===== config.mk =====
export PLATFORM = sky130hd
export DESIGN_NAME = spq_dpath
export DESIGN_NICKNAME = d
export VERILOG_FILES = /design/src/spq_pkg.sv /design/src/spq_dpath.sv
export SDC_FILE = /design/constraint.sdc
export NUM_CORES = 2
export LEC_CHECK = 0
export BUFFER_PORTS_ARGS = -buffer_cell sky130_fd_sc_hd__buf_4
export CORE_MARGIN = 4
export CORE_UTILIZATION = 50
export CTS_CLUSTER_DIAMETER = 80
export DETAILED_ROUTE_END_ITERATION = 8
export PLACE_DENSITY_LB_ADDON = 0.25
export SYNTH_ARGS = -nofsm -noshare
export SYNTH_HDL_FRONTEND = slang
export SYNTH_SLANG_ARGS = --single-unit

===== constraint.sdc =====
create_clock -name clk -period 13.8 [get_ports clk]
set_input_delay 4.14 -clock clk [delete_from_list [all_inputs] [get_ports clk]]
set_output_delay 4.14 -clock clk [all_outputs]
set_load 0.005 [all_outputs]

===== src/spq_pkg.sv =====
// ============================================================================
// spq_pkg: shared definitions for the stable priority queue
// Holds the capacity, field widths, operation and status codes, and the
// command and status groups passed between the controller and the datapath.
// ============================================================================
package spq_pkg;

    localparam int CAPACITY = 16;
    localparam int COUNT_W  = $clog2(CAPACITY + 1);
    localparam int DATA_W   = 32;
    localparam int STATUS_W = 2;
    localparam int OCC_W    = 5;

    localparam logic CMD_INSERT = 1'b0;
    localparam logic CMD_REMOVE = 1'b1;

    localparam logic [STATUS_W-1:0] STATUS_OK        = 2'd0;
    localparam logic [STATUS_W-1:0] STATUS_UNDERFLOW = 2'd1;
    localparam logic [STATUS_W-1:0] STATUS_OVERFLOW  = 2'd2;

    // Occupancy reported when an insert is dropped on a full queue.
    localparam logic [OCC_W-1:0] OCC_AT_CAPACITY = OCC_W'(CAPACITY);

    typedef struct packed {
        logic                load;
        logic                ins;
        logic                rem;
        logic [STATUS_W-1:0] status;
    } spq_ctrl_t;

    typedef struct packed {
        logic empty;
        logic full;
    } spq_stat_t;

endpackage


===== src/spq_dpath.sv =====
// ============================================================================
// spq_dpath: sorted shift-register storage of the priority queue
// Each cell compares its priority with the incoming one in parallel; an
// insert opens a gap at the first larger priority, a remove shifts all
// cells one place toward the front. Also holds the count and result item.
// ============================================================================
module spq_dpath
    import spq_pkg::*;
(
    input  logic                     clk,
    input  logic                     rst_n,
    input  spq_ctrl_t                ctrl,
    input  logic signed [DATA_W-1:0] item_value,
    input  logic signed [DATA_W-1:0] item_priority,
    output spq_stat_t                stat,
    output logic [STATUS_W-1:0]      status,
    output logic signed [DATA_W-1:0] removed_value,
    output logic signed [DATA_W-1:0] removed_priority,
    output logic [OCC_W-1:0]         occupancy
);

    logic signed [DATA_W-1:0] val_reg [CAPACITY];
    logic signed [DATA_W-1:0] pri_reg [CAPACITY];
    logic [COUNT_W-1:0]       count_reg;
    logic [COUNT_W-1:0]       count_next;
    logic [CAPACITY-1:0]      le;
    logic [STATUS_W-1:0]      status_reg;
    logic signed [DATA_W-1:0] rv_reg;
    logic signed [DATA_W-1:0] rp_reg;
    logic [OCC_W-1:0]         occ_reg;

    assign stat.empty = (count_reg == '0);
    assign stat.full  = (count_reg == COUNT_W'(CAPACITY));

    // Valid cells whose priority is not above the new one stay in place.
    always_comb
    begin
        for (int i = 0; i < CAPACITY; i++)
        begin
            le[i] = (COUNT_W'(i) < count_reg) && (pri_reg[i] <= item_priority);
        end
    end

    always_comb
    begin
        count_next = count_reg;
        if (ctrl.ins)
        begin
            count_next = count_reg + 1'b1;
        end
        else if (ctrl.rem)
        begin
            count_next = count_reg - 1'b1;
        end
    end

    for (genvar i = 0; i < CAPACITY; i++)
    begin : g_cell
        always_ff @(posedge clk)
        begin
            if (ctrl.ins && !le[i])
            begin
                if (i == 0)
                begin
                    val_reg[i] <= item_value;
                    pri_reg[i] <= item_priority;
                end
                else if (le[(i == 0) ? 0 : i-1])
                begin
                    val_reg[i] <= item_value;
                    pri_reg[i] <= item_priority;
                end
                else
                begin
                    val_reg[i] <= val_reg[(i == 0) ? 0 : i-1];
                    pri_reg[i] <= pri_reg[(i == 0) ? 0 : i-1];
                end
            end
            else if (ctrl.rem && (i < CAPACITY - 1))
            begin
                val_reg[i] <= val_reg[(i < CAPACITY - 1) ? i+1 : i];
                pri_reg[i] <= pri_reg[(i < CAPACITY - 1) ? i+1 : i];
            end
        end
    end

    always_ff @(posedge clk or negedge rst_n)
    begin
        if (!rst_n)
        begin
            count_reg <= '0;
        end
        else
        begin
            count_reg <= count_next;
        end
    end

    always_ff @(posedge clk)
    begin
        if (ctrl.load)
        begin
            status_reg <= ctrl.status;
            rv_reg     <= ctrl.rem ? val_reg[0] : '0;
            rp_reg     <= ctrl.rem ? pri_reg[0] : '0;
            occ_reg    <= OCC_W'(count_next);
        end
    end

    assign status           = status_reg;
    assign removed_value    = rv_reg;
    assign removed_priority = rp_reg;
    assign occupancy        = occ_reg;

endmodule


# Word-level counts from Yosys, hierarchy flattened

Memory sizes are Yosys's and may differ from the RTL's.
Cells that the tools add are included.

Register bits after elaboration: 76
Bits in writable memories: 1024
Bits of input ports: 71
Output and inout port bits: 73
Word-level logic and storage cells: 336
Memories: 2

Memory list:

| name    | depth | bits a word | rd ports | clocked after memory_dff | wr ports | line            | source |
|---|---|---|---|---|---|---|---|
| pri_reg | 16    | 32          | 16       | 0                        | 16       | spq_dpath.sv:23 | `logic signed [DATA_W-1:0] pri_reg [CAPACITY];` |
| val_reg | 16    | 32          | 16       | 0                        | 16       | spq_dpath.sv:22 | `logic signed [DATA_W-1:0] val_reg [CAPACITY];` |

Add/sub/neg operators: 2
$lt $le $gt $ge: 32
Equal/unequal tests: 1
Muxes and demuxes: 185
Bitwise logic cells: 60
Reduce and logical (&&, ||, !) cells: 49

Operator list:

| operator                                                                    | count |
|---|---|
| 32-bit two-way mux                                                          | 60 |
| 32-bit less-or-equal comparator                                             | 16 |
| 1-bit two-way mux                                                           | 123 |
| 1-bit OR                                                                    | 60 |
| 4-bit by 5-bit less-than comparator with 1-bit output, first input constant | 8 |
| 1-bit logical AND                                                           | 32 |
| 3-bit by 5-bit less-than comparator with 1-bit output, first input constant | 4 |
| 1-bit logical NOT                                                           | 16 |
| 1-bit by 5-bit less-than comparator with 1-bit output, first input constant | 2 |
| 2-bit by 5-bit less-than comparator with 1-bit output, first input constant | 2 |
| 5-bit two-way mux                                                           | 2 |
| 5-bit by 1-bit adder with 5-bit output, second input constant               | 1 |
| 5-bit equality test, second input constant                                  | 1 |
| 5-bit logical NOT                                                           | 1 |
| 5-bit by 1-bit subtractor with 5-bit output, second input constant          | 1 |

# Depth between registers and ports, before layout

Depth in word-level cells: 8
Gate-level depth with buffers: 13
Gate-level depth less buffers: 10

# Worst setup path before layout

No wires, ideal clock.

Path type: input port to flip-flop
From: input item_priority[31]
To: memory val_reg[6][2], in the netlist val_reg[0][194], data pin
Library setup time: 261 ps
Arrival time: 11793 ps
Required time: 13539 ps
Slack: 1746 ps
Cell stages on the path: 11
Buffers on the path: 1
Path through: inv_1 ha_1 nand2_1 or3_1 nor4_1 a21boi_0 nor4_1 o21ai_0 o31ai_4 clkbuf_1 a221o_1

RTL lines:

| element     | line            | source |
|---|---|---|
| from (decl) | spq_dpath.sv:14 | `input logic signed [DATA_W-1:0] item_priority,` |
| to (decl)   | spq_dpath.sv:22 |  |

==> results.cfg <==
[status]
violations = capacitance limit
run_status = finished, violations left

[global_routing]
grt_usage_pct = 37.0
grt_pass1_vias = 52765
antenna_found_initial = 14
grt_first_pass_wirelength_mm = 371
grt-ovfl-total = 0
grt_max_degree = 76

[clock_tree]
cts_root_buf = clkbuf_16
cts.clk_slew.worst_paths_ns = 0.06
cts_tree = yes
clock-sinks = 1100
clk_latency_ns = 0.81
cts_resized = 0
post_cts_buffers = 0
cts_max_level = 4
cts.path.max_buffers = 3
cts_hold_buf = 0
cts_made_buffers = 130

[place]
dp_cells = 7062
portBuffers = 143
place_hpwl_mm = 165
place_ws_ns = 2.81
gp_congestion = 0.991
place_area_sq_um = 67900

[synth]
syn_nets = 6142
ys_seq_elements = 1100
ys.flop_type = edfxtp_1
synth_edf_count = 1095
ys_seq_area_share_pct = 50.5
yosys_warnings = 0
netlist_instances = 5555
syn_area_sq_um = 65300
async_flop_share_pct = 0.455
avgSynthCellArea_sq_um = 11.8
synthDistinctLibCells = 84

[sta]
period_needed_ns = 10.28
fin_ws_ns = 3.52
relSlewSlack_pct = 3.92
fin_tns_setup_ns = 0
grt_setup_unrepaired = false
slew_viol_final = 0
fmax_mhz = 97.3
worstMarginPinSlew_ns = 1.44
setup_viol = 0
finalCritPeriodShare_pct = 74.5
hold_viol = 0
skew_ns = 0.0432

[critical_path]
crit_start = item_priority[31]
path_common_cell = buf_4
path_delay_family = compound AO/OA/AOI/OAI gates
regToRegStartpoint = pri_reg[1][127]
required_ns = 14.45
arrival_ns = 10.93
cpMaxStageDelayCell = a21oi_4
critPathBufInv = 3
cp_cell_sequence = buf_4 -> inv_1 -> ha_1 -> nand4_1 -> nor4_1 -> a31oi_1 -> o21ai_0 -> nand3_4 -> a21oi_4 -> buf_4 -> a221o_1
cpPeakStageDelay_ns = 1.27
crit_fanout = 68
cp-end-kind = register
cp-start-kind = input pin
crit_type = in -> reg

[layout]
drive_above_1_share_pct = 13.2
fillCellCount = 11026
final_nets = 6039
stdcell_count = 7304
area.sequential_sq_um = 33000
post-route-cell-area_sq_um = 72200
multi_input_area_sq_um = 29600
area_growth_pct = 10.5

[detailed_routing]
drcViolationCount = 0
first_pass_iters = 8
routed_via_density = 7.49
ant_nets = 0
via_count = 54716
wirelength_mm = 259
dr.first_iter.drc_count = 7653
post_drt_wl_per_cell_microns = 35.5

[floorplan]
rows = 132
start_util_pct = 50.4
core_area_sq_um = 130000
die_w_microns = 369
die_area_sq_um = 136000
die_h_microns = 369
io_pins = 144

[worst_hold_path]
hp-start = val_reg[0][11]
min_path_type = reg -> reg

[pwr]
vdd_drop_max_mv = 0.378
leakage_nw = 27.9
power_density_nw_per_um2 = 287

[flow_run]
drv_cap = 1
[path summary, 6_finish.rpt]
kind | endpoint | slack (ns) | depth (start not counted)
worst min-delay path | removed_value[11] | 0.55 | 2
worst max-delay path | val_reg[1][109] | 3.52 | 11
max in group asynchronous | count_reg[2] | 10.49 | 1
worst min register to register | removed_value[11] | 0.55 | 2
worst max register to register | val_reg[1][109] | 7.15 | 9
min in group asynchronous | count_reg[4] | 3.17 | 1
[cells by family after synthesis]
group	Yosys count	share of synthesized area [%]
AOI/OAI and AO/OA	1567	20.1
and+or+nand+nor	1377	11.3
DFF	1100	50.5
buffers and inverters	796	4.87
adders and majority gates	516	9.89
muxes	195	3.25
xor gates and xnor gates	4	0.0537
[metal layers]
metal  vias to the layer above  routed length, microns  track usage, %  part of all wire (%)
li1                      22482                       -               -                     -
met1                     27187                   97300            48.1                    38
met2                      4144                  114000            56.4                    44
met3                       895                   31400            9.67                    12
met4                         8                   16400            20.3                   6.3
met5                         -                      51               0                 0.020
[tightest hold or removal path: stages (launching register included)]
cell and delay, ns:
edfxtp_1 0.32, inv_1 0.05, nor2_1 0.08
[cell usage after synthesis, types with 68 or more instances]
cell | number | area share (%)
nand3_1 | 193 | 1.5
a221o_1 | 516 | 7.9
a21oi_1 | 202 | 1.5
mux2_2 | 126 | 2.2
clkbuf_1 | 360 | 2.1
and2_1 | 135 | 1.3
buf_2 | 78 | 0.60
o21ai_0 | 70 | 0.54
o211ai_1 | 91 | 1.0
edfxtp_1 | 1095 | 50
nand2_1 | 182 | 1.0
inv_1 | 293 | 1.7
mux2i_1 | 68 | 1.0
nand4_1 | 96 | 0.92
a211oi_1 | 79 | 0.91
nor3_1 | 90 | 0.69
ha_1 | 516 | 9.9
o221ai_1 | 128 | 1.7
nor2_1 | 252 | 1.4
nor4_1 | 82 | 0.79
and3_1 | 200 | 1.9
o31ai_1 | 70 | 0.80
[cell usage in the layout (no fill, tap or decap), types with 13 or more instances in the layout]
master and count:
ha_1 516, nand3_1 190, and2_1 131, nand2_1 175, o21ai_0 68, nand3b_1 64
nand4_1 96, o221ai_1 128, o221a_2 66, nor2_1 249, mux2i_1 68, a211oi_1 78
clkinv_1 20, a21o_1 43, clkbuf_16 131, inv_1 292, a311oi_1 66, clkbuf_1 22
edfxtp_1 1095, nor3_1 89, nor2b_1 21, a32oi_1 63, buf_4 266, o311ai_0 49
a221o_1 516, o31ai_1 69, nor4_1 78, clkinv_2 24, a21boi_0 13, and3_1 199
a21oi_1 197, o211ai_1 91, o311ai_1 20, mux2_2 126
[area by class of cell]
type                    instances  share of cell area, %
inverters                     294                   1.54
repair buffers                267                   2.79
multi-input cells            3659                   41.0
clock inverters                78                   1.17
diodes                          9                 0.0312
flip-flops and latches       1100                   45.7
clock buffers                 155                   4.69
well taps                    1742                   3.02
[through the flow]
stage / power (mW) / hold WS, ns / utilization, %
floorplan: 13.0 / 0.516 / -
global placement: 16.5 / 0.532 / 52.4
detailed placement: 16.8 / 0.536 / 52.4
CTS: 20.3 / 0.548 / 55.6
global route: 21.4 / 0.570 / 55.7
finish: 20.7 / 0.550 / 55.7
[where the power goes]
group	switching [mW]	leakage, nW	internal, mW	total (mW)
clock network	1.54	2.05	1.98	3.52
logic	6.29	14.7	3.24	9.53
registers	1.38	11.2	6.25	7.64
total	9.21	27.9	11.5	20.7
Note: power is estimated with default switching activity, not from simulation.
